`config.mk`:
```
export PLATFORM = sky130hd
export DESIGN_NAME = quest_record_byte_decoder
export DESIGN_NICKNAME = d
export VERILOG_FILES = /design/src/qrbd_pkg.sv /design/src/qrbd_parser.sv /design/src/qrbd_result_queue.sv /design/src/quest_record_byte_decoder.sv
export SDC_FILE = /design/constraint.sdc
export NUM_CORES = 2
export LEC_CHECK = 0
export BUFFER_PORTS_ARGS = -buffer_cell sky130_fd_sc_hd__buf_2
export CORE_MARGIN = 1
export CORE_UTILIZATION = 56
export DETAILED_ROUTE_END_ITERATION = 7
export GPL_TIMING_DRIVEN = 0
export MAX_ROUTING_LAYER = met4
export PLACE_DENSITY_LB_ADDON = 0.25
export SETUP_SLACK_MARGIN = 0.02
export SLEW_MARGIN = 25
export SYNTH_ARGS = -nofsm -noshare
export SYNTH_HDL_FRONTEND = slang
export SYNTH_SLANG_ARGS = --single-unit
export TNS_END_PERCENT = 10
```
`constraint.sdc`:
```
create_clock -name i_clk -period 9 [get_ports i_clk]
set_input_delay 1.35 -clock i_clk [delete_from_list [all_inputs] [get_ports i_clk]]
set_output_delay 1.35 -clock i_clk [all_outputs]
set_load 0.05 [all_outputs]
```
`src/qrbd_pkg.sv`:
```
// ----------------------------------------------------------------------------
// qrbd_pkg
// Types and constants shared by the quest record byte decoder.
// ----------------------------------------------------------------------------
package qrbd_pkg;

    // Field sizes of the record layout, in bytes
    localparam int C_HANDLE_BYTES = 8;
    localparam int C_WORD_BYTES   = 4;
    localparam int C_OBJ_BYTES    = 5;
    localparam int C_INDEX_BYTES  = C_OBJ_BYTES - 1;

    // Result queue depth: two resident results plus two from one byte
    localparam int C_QUEUE_DEPTH  = 4;

    // Header status flag masks
    localparam logic [2:0] C_FLAG_RUNNING  = 3'b001;
    localparam logic [2:0] C_FLAG_ACTIVE   = 3'b010;
    localparam logic [2:0] C_FLAG_COMPLETE = 3'b100;

    // Objective flag masks
    localparam logic [7:0] C_OBJ_DISPLAYED = 8'h01;
    localparam logic [7:0] C_OBJ_COMPLETED = 8'h02;

    typedef enum logic [2:0] {
        PH_DOMAIN   = 3'd0,
        PH_HANDLE   = 3'd1,
        PH_STAGE    = 3'd2,
        PH_FLAGS    = 3'd3,
        PH_COUNT    = 3'd4,
        PH_INDEX    = 3'd5,
        PH_OBJFLAGS = 3'd6,
        PH_DONE     = 3'd7
    } t_phase;

    typedef enum logic [1:0] {
        KIND_HEADER    = 2'd0,
        KIND_OBJECTIVE = 2'd1,
        KIND_STATUS    = 2'd2
    } t_kind;

    typedef enum logic [1:0] {
        ST_OK        = 2'd0,
        ST_TRUNCATED = 2'd1,
        ST_TRAILING  = 2'd2
    } t_status;

    typedef struct packed {
        t_kind              kind;
        logic [7:0]         domain;
        logic [63:0]        handle;
        logic signed [31:0] signed_value;
        logic               running;
        logic               active;
        logic               complete;
        logic [31:0]        objective_total;
        logic               displayed;
        logic               completed;
        t_status            status;
        logic               last;
    } t_result;

    // Results caused by one accepted byte: a field result, then a status
    typedef struct packed {
        logic    a_valid;
        t_result a;
        logic    b_valid;
        t_result b;
    } t_parse_out;

endpackage

```
`src/qrbd_parser.sv`:
```
// ----------------------------------------------------------------------------
// qrbd_parser
// Record field state machine: assembles little-endian fields byte by byte
// and forms the header, objective and status results of each byte.
// ----------------------------------------------------------------------------
module qrbd_parser (
    input  logic                i_clk,
    input  logic                i_rst_n,
    input  logic                i_accept,
    input  logic [7:0]          i_data_byte,
    input  logic                i_end_of_record,
    output qrbd_pkg::t_parse_out o_res
);
    import qrbd_pkg::*;

    t_phase      r_phase, n_phase, s_phase;
    logic [2:0]  r_pos, n_pos, s_pos;
    logic [63:0] r_shift, n_shift;
    logic [31:0] r_left, n_left;
    logic [7:0]  r_domain, n_domain;
    logic [63:0] r_handle, n_handle;
    logic [31:0] r_stage, n_stage;
    logic [2:0]  r_flags, n_flags;
    logic [63:0] gathered;
    logic        last_of_word;

    // Accumulator with the current byte merged in at its position
    always_comb begin
        gathered = (r_pos == 3'd0) ? 64'd0 : r_shift;
        gathered[{r_pos, 3'b000} +: 8] = i_data_byte;
    end

    assign last_of_word = (r_pos == 3'(C_WORD_BYTES - 1));

    // Next state
    always_comb begin
        s_phase  = r_phase;
        s_pos    = r_pos;
        n_shift  = r_shift;
        n_left   = r_left;
        n_domain = r_domain;
        n_handle = r_handle;
        n_stage  = r_stage;
        n_flags  = r_flags;
        unique case (r_phase)
            PH_DOMAIN: begin
                n_domain = i_data_byte;
                s_pos    = 3'd0;
                s_phase  = PH_HANDLE;
            end
            PH_HANDLE: begin
                n_shift = gathered;
                if (r_pos == 3'(C_HANDLE_BYTES - 1)) begin
                    s_pos    = 3'd0;
                    n_handle = gathered;
                    s_phase  = PH_STAGE;
                end else begin
                    s_pos = r_pos + 3'd1;
                end
            end
            PH_STAGE: begin
                n_shift = gathered;
                if (last_of_word) begin
                    s_pos   = 3'd0;
                    n_stage = gathered[31:0];
                    s_phase = PH_FLAGS;
                end else begin
                    s_pos = r_pos + 3'd1;
                end
            end
            PH_FLAGS: begin
                n_flags = i_data_byte[2:0];
                s_pos   = 3'd0;
                s_phase = PH_COUNT;
            end
            PH_COUNT: begin
                n_shift = gathered;
                if (last_of_word) begin
                    s_pos   = 3'd0;
                    n_left  = gathered[31:0];
                    s_phase = (gathered[31:0] == 32'd0) ? PH_DONE : PH_INDEX;
                end else begin
                    s_pos = r_pos + 3'd1;
                end
            end
            PH_INDEX: begin
                n_shift = gathered;
                if (r_pos == 3'(C_INDEX_BYTES - 1)) begin
                    s_pos   = 3'd0;
                    s_phase = PH_OBJFLAGS;
                end else begin
                    s_pos = r_pos + 3'd1;
                end
            end
            PH_OBJFLAGS: begin
                s_pos   = 3'd0;
                n_left  = r_left - 32'd1;
                s_phase = (r_left == 32'd1) ? PH_DONE : PH_INDEX;
            end
            PH_DONE: begin
                // mark bytes beyond the end of the record
                s_pos = 3'd1;
            end
        endcase

        n_phase = s_phase;
        n_pos   = s_pos;
        if (i_end_of_record) begin
            n_phase = PH_DOMAIN;
            n_pos   = 3'd0;
            n_shift = 64'd0;
            n_left  = 32'd0;
        end
    end

    // Result outputs
    always_comb begin
        o_res = '0;
        if (r_phase == PH_COUNT && last_of_word) begin
            o_res.a_valid           = i_accept;
            o_res.a.kind            = KIND_HEADER;
            o_res.a.domain          = r_domain;
            o_res.a.handle          = r_handle;
            o_res.a.signed_value    = r_stage;
            o_res.a.running         = |(r_flags & C_FLAG_RUNNING);
            o_res.a.active          = |(r_flags & C_FLAG_ACTIVE);
            o_res.a.complete        = |(r_flags & C_FLAG_COMPLETE);
            o_res.a.objective_total = gathered[31:0];
        end else if (r_phase == PH_OBJFLAGS) begin
            o_res.a_valid        = i_accept;
            o_res.a.kind         = KIND_OBJECTIVE;
            o_res.a.signed_value = r_shift[31:0];
            o_res.a.displayed    = |(i_data_byte & C_OBJ_DISPLAYED);
            o_res.a.completed    = |(i_data_byte & C_OBJ_COMPLETED);
        end
        o_res.a.last = !i_end_of_record;

        o_res.b_valid = i_accept && i_end_of_record;
        o_res.b.kind  = KIND_STATUS;
        if (s_phase != PH_DONE) begin
            o_res.b.status = ST_TRUNCATED;
        end else if (s_pos != 3'd0) begin
            o_res.b.status = ST_TRAILING;
        end else begin
            o_res.b.status = ST_OK;
        end
        o_res.b.last = 1'b1;
    end

    always_ff @(posedge i_clk) begin
        if (!i_rst_n) begin
            r_phase <= PH_DOMAIN;
            r_pos   <= 3'd0;
            r_left  <= 32'd0;
        end else if (i_accept) begin
            r_phase <= n_phase;
            r_pos   <= n_pos;
            r_left  <= n_left;
        end
    end

    always_ff @(posedge i_clk) begin
        if (i_accept) begin
            r_shift  <= n_shift;
            r_domain <= n_domain;
            r_handle <= n_handle;
            r_stage  <= n_stage;
            r_flags  <= n_flags;
        end
    end

endmodule

```
`src/qrbd_result_queue.sv`:
```
// ----------------------------------------------------------------------------
// qrbd_result_queue
// Four-entry shifting result queue: takes up to two results per cycle,
// delivers one per transfer from its head.
// ----------------------------------------------------------------------------
module qrbd_result_queue (
    input  logic                 i_clk,
    input  logic                 i_rst_n,
    input  qrbd_pkg::t_parse_out i_res,
    output logic                 o_full,
    output logic                 o_valid,
    input  logic                 i_stall,
    output qrbd_pkg::t_result    o_head,
    output logic [2:0]           o_count
);
    import qrbd_pkg::*;

    t_result    r_slot [C_QUEUE_DEPTH];
    t_result    n_slot [C_QUEUE_DEPTH];
    logic [2:0] r_count, n_count;
    logic       pop;
    logic [2:0] base;
    logic [2:0] n_wr;
    t_result    first, second;

    assign pop   = (r_count != 3'd0) && !i_stall;
    assign base  = r_count - {2'b00, pop};
    assign n_wr  = {2'b00, i_res.a_valid} + {2'b00, i_res.b_valid};
    assign first  = i_res.a_valid ? i_res.a : i_res.b;
    assign second = i_res.b;

    always_comb begin
        for (int i = 0; i < C_QUEUE_DEPTH; i++) begin
            if (pop && i < C_QUEUE_DEPTH - 1) begin
                n_slot[i] = r_slot[i + 1];
            end else begin
                n_slot[i] = r_slot[i];
            end
            if (n_wr != 3'd0 && base == 3'(i)) begin
                n_slot[i] = first;
            end
            if (n_wr == 3'd2 && base + 3'd1 == 3'(i)) begin
                n_slot[i] = second;
            end
        end
        n_count = base + n_wr;
    end

    always_ff @(posedge i_clk) begin
        if (!i_rst_n) begin
            r_count <= 3'd0;
        end else begin
            r_count <= n_count;
        end
    end

    always_ff @(posedge i_clk) begin
        for (int i = 0; i < C_QUEUE_DEPTH; i++) begin
            r_slot[i] <= n_slot[i];
        end
    end

    // Leave room for two results from the next byte
    assign o_full  = (r_count >= 3'(C_QUEUE_DEPTH - 1));
    assign o_valid = (r_count != 3'd0);
    assign o_head  = r_slot[0];
    assign o_count = r_count;

endmodule

```
`src/quest_record_byte_decoder.sv`:
```
// ----------------------------------------------------------------------------
// quest_record_byte_decoder
// Decodes a little-endian quest record one byte per cycle, while o_stall is
// low, into header, objective and record status results.
// ----------------------------------------------------------------------------
//   channel   | handshake          | payload
//   ----------+--------------------+------------------------------------------
//   input     | i_valid / o_stall  | i_data_byte, i_end_of_record
//   output    | o_valid / i_stall  | o_kind .. o_last, one result per transfer
//
// One byte per cycle while o_stall is low; the field state register and a
// four-entry result queue set that figure. A byte yields zero, one or two
// results. Two results from one byte while the output is stalled can leave
// three or four queued; o_stall is then high until two or fewer remain.
// Synchronous active-low reset empties the queue and returns to the domain
// field; no clearing pass.
// ----------------------------------------------------------------------------
module quest_record_byte_decoder (
    input  logic               i_clk,
    input  logic               i_rst_n,
    input  logic               i_valid,
    output logic               o_stall,
    input  logic [7:0]         i_data_byte,
    input  logic               i_end_of_record,
    output logic               o_valid,
    input  logic               i_stall,
    output logic [1:0]         o_kind,
    output logic [7:0]         o_domain,
    output logic [63:0]        o_handle,
    output logic signed [31:0] o_signed_value,
    output logic               o_running,
    output logic               o_active,
    output logic               o_complete,
    output logic [31:0]        o_objective_total,
    output logic               o_displayed,
    output logic               o_completed,
    output logic [1:0]         o_status,
    output logic               o_last
);
    import qrbd_pkg::*;

    logic       accept;
    logic       full;
    logic [2:0] count;
    t_parse_out res;
    t_result    head;

    assign o_stall = full;
    assign accept  = i_valid && !full;

    qrbd_parser u_parser (
        .i_clk           (i_clk),
        .i_rst_n         (i_rst_n),
        .i_accept        (accept),
        .i_data_byte     (i_data_byte),
        .i_end_of_record (i_end_of_record),
        .o_res           (res)
    );

    qrbd_result_queue u_queue (
        .i_clk   (i_clk),
        .i_rst_n (i_rst_n),
        .i_res   (res),
        .o_full  (full),
        .o_valid (o_valid),
        .i_stall (i_stall),
        .o_head  (head),
        .o_count (count)
    );

    assign o_kind            = head.kind;
    assign o_domain          = head.domain;
    assign o_handle          = head.handle;
    assign o_signed_value    = head.signed_value;
    assign o_running         = head.running;
    assign o_active          = head.active;
    assign o_complete        = head.complete;
    assign o_objective_total = head.objective_total;
    assign o_displayed       = head.displayed;
    assign o_completed       = head.completed;
    assign o_status          = head.status;
    assign o_last            = head.last;

    a_count_bound: assert property (@(posedge i_clk) disable iff (!i_rst_n)
        count <= 3'(C_QUEUE_DEPTH))
        else $error("result queue count beyond depth");

    a_status_last: assert property (@(posedge i_clk) disable iff (!i_rst_n)
        o_valid && o_kind == KIND_STATUS |-> o_last)
        else $error("status result without last");

    a_eor_result: assert property (@(posedge i_clk) disable iff (!i_rst_n)
        accept && i_end_of_record |=> o_valid)
        else $error("record end produced no result");

    a_no_accept_full: assert property (@(posedge i_clk) disable iff (!i_rst_n)
        res.a_valid || res.b_valid |-> !full)
        else $error("results formed while queue full");

endmodule

```
==> impl_metrics.csv <==
group,metric,value,unit
yosys,synth.distinct_cells,69,
yosys,synth.top_cell.area_share,35.2,%
detailed_routing,first_pass_iters,7,
sta,hold_viol_final,0,
setup_path,cpMostUsedCell,"clkbuf_1",
yosys,synth_edf_count,179,
detailed_routing,wl_met2,49.3,mm
detailed_routing,drtIter0Drc,3488,
yosys,ys_top_cells_by_area,"dfxtp_1 35%, edfxtp_1 15%, a21oi_1 7.9%",
yosys,ys_seq_area_share,50.5,%
sta,fin_crit_sh,88.8,%
power_and_ir_drop,p_leak,15.6,nW
setup_path,cp_slowest_stage_delay,0.87,ns
placed_design,place_area,37200,µm²
grt,grt_usage,35.8,%
flow_run,maxCapViolCount,0,
yosys,syn-cell-area,35100,µm²
cells_and_area,multi_input_area,15900,µm²
detailed_routing,drc,0,
status,status,"finished, final reports clean",
detailed_routing,final_antenna_net_count,0,
min_path,min_path_type,"reg -> reg",
cts,cts_setup_buffers,0,
power_and_ir_drop,totalPowerFinal,12.8,mW
cts,clk_path_buf_depth,3,
setup_path,worst_setup_path_end_kind,"register",
grt,overflow,0,
sta,fin_skew,0.0235,ns
sta,worst_pin_slew,1.23,ns
setup_path,critical-path-slowest-cell,"clkbuf_1",
cts,path_clk_slew,0.06,ns
cts,cts.sinks,796,
floorplan,rows,91,
cells_and_area,drive_gt1_share,9.84,%
yosys,synth_ff_type,"dfxtp_1",
sta,rsz0062_at_grt,"no",
grt,grt_pass1_vias,29000,
placed_design,port_buffers,158,
cts,cts_buffers,83,
yosys,ys_ff_latch,796,
yosys,synth_cells,3931,
floorplan,ioPinCount,161,
detailed_routing,wl_met1,47.1,mm
yosys,yosysTopAreaCell,"dfxtp_1",
floorplan,chipHeight,252,µm
grt,grt_pass1_wl,170,mm
setup_path,cp_cell_sequence,"buf_2 -> nand2b_1 -> clkbuf_1 -> inv_2 -> clkbuf_1 -> clkbuf_1 -> clkbuf_1 -> ha_1 -> ha_1 -> xor2_1 -> nor2_1 -> nand3_1 -> clkbuf_2 -> clkbuf_1 -> clkbuf_1 -> nand3_1 -> o41ai_1",
sta,setup_viol,0,
grt,grt_max_degree,30,
detailed_routing,post_drt_wl_per_cell,22.0,µm
cells_and_area,regArea,17700,µm²
sta,fmax,0.125,GHz
cells_and_area,layout_common_cells,"674 x nand2_1, 617 x dfxtp_1, 547 x a21oi_1",
cells_and_area,fin_nets,4215,
cells_and_area,fillers,5175,
detailed_routing,viasPerCell,6.10,
yosys,syn_nets,3960,
floorplan,fp.coreArea,61800,µm²
cells_and_area,fin_area,39900,µm²
cts,tritoncts,"yes",
power_and_ir_drop,peakVddDrop,0.000185,V
setup_path,cp_max_fo,10,
setup_path,critPathKind,"in -> reg",
sta,fin_crit,7.99,ns
sta,relSlewSlack,17.9,%
yosys,syn_avg_cell_area,8.93,µm²
cells_and_area,mostFrequentLayoutCell,"nand2_1",
detailed_routing,route.met3.wl,11.1,mm
cts,cts-resized-gates,0,
grt,antenna_found_initial,7,
yosys,ys_async_sr_fraction,0,%
detailed_routing,topRoutingLayerUsed,"met4",
cts,root_buffer,"clkbuf_16",
detailed_routing,vias,31000,
floorplan,start_util,56.8,%
detailed_routing,wl,112,mm
sta,slew_viol_final,0,
floorplan,die-area,63700,µm²
power_and_ir_drop,power_density,321,nW/µm²
cts,htreeDepth,3,
floorplan,die_x,252,µm
setup_path,critPathBufInv,9,
setup_path,cp.arrival,8.28,ns
setup_path,start_kind,"primary input",
setup_path,crit_required,9.29,ns
cts,cts_hold_buf,0,
placed_design,gp_congestion,1.05,
placed_design,dp_hpwl,80.6,mm
cts,clk_latency,0.63,ns
sta,tns,0,ns
setup_path,crit_family,"buffers and inverters",
yosys,yosysWarnings,0,
cells_and_area,synthToLayoutAreaGrowth,13.8,%
## tightest hold or removal path, stage by stage (launching register included)
cell     delay (ns)
dfxtp_1        0.31
nand2_1        0.05
a21oi_1        0.05
## kinds of logic (layout without fill, tap and decap cells)
logic type	after synthesis	in the layout	synth area share (%)
other	0	5	0
flip-flops	796	796	50.5
AND/OR/NAND/NOR	1360	1360	17.4
buffers and inverters	411	730	4.55
adder cells (fa/ha/maj)	16	16	0.592
AO/OA/AOI/OAI	1045	1045	18.1
XOR/XNOR	5	5	0.125
multiplexers	298	298	8.71
## area by class of cell
type	count	area share (%)
diodes	5	0.0313
clock inverters	24	0.561
multi-input cells	2724	39.7
plain buffers	366	3.61
clock buffers	125	6.16
flip-flops and latches	796	44.4
repair buffers	170	2.50
inverters	45	0.423
well taps	837	2.62
## metrics by stage
step	hold WS [ns]	setup WS [ns]	utilization, %	cells
after floorplan	0.423	3.51	-	3931
after global placement	0.436	-0.0630	59.7	4926
after detailed placement	0.443	0.803	60.2	4938
after CTS	0.452	1.41	64.6	5087
after global routing	0.472	1.16	64.6	5092
final	0.454	1.01	64.6	5092
## synthesized netlist by cell type (all sizes together) (25+ instances only)
cell / count
nor2b: 41
and2: 47
inv: 45
mux2i: 248
mux2: 50
a211oi: 357
and3: 133
buf: 58
dfxtp: 617
nand2b: 25
nor2: 238
clkbuf: 308
edfxtp: 179
a21oi: 552
nand2: 674
nor3: 36
nand3: 111
o21ai: 67
## metal layers
metal / track usage (%) / vias up
li1: - / 14500
met1: 47.1 / 14800
met2: 53.1 / 1527
met3: 7.97 / 258
met4: 15.1 / 0
met5: - / -
## report_power, final
group | switching (mW) | total [mW] | internal [mW]
clock network | 1.43 | 3.42 | 2.00
registers | 0.444 | 4.96 | 4.51
logic | 2.90 | 4.45 | 1.54
## sequential cells by signal, indices dropped and copies added, names as in the netlist
| signal | cells |
|---|---|
| u_parser.r_domain | 8 |
| u_parser.r_handle | 64 |
| u_parser.r_pos | 3 |
| u_parser.r_flags | 3 |
| u_queue.o_count | 3 |
| u_parser.r_shift | 64 |
| u_parser.r_stage | 32 |
| u_parser.r_phase | 3 |
| u_queue.r_slot | 584 |
| u_parser.r_left | 32 |
## final timing paths
kind                                             start  slack, ns  cells after the start                      to
worst max-delay path                           i_stall       1.01                     17    u_queue.r_slot[0][2]
worst min-delay path            u_queue.r_slot[3][100]       0.45                      2  u_queue.r_slot[3][100]
worst max register to register      u_queue.o_count[2]       1.28                     17    u_queue.r_slot[0][2]
worst min register to register  u_queue.r_slot[3][100]       0.45                      2  u_queue.r_slot[3][100]
No activity file was read; power rests on OpenSTA's default activity.
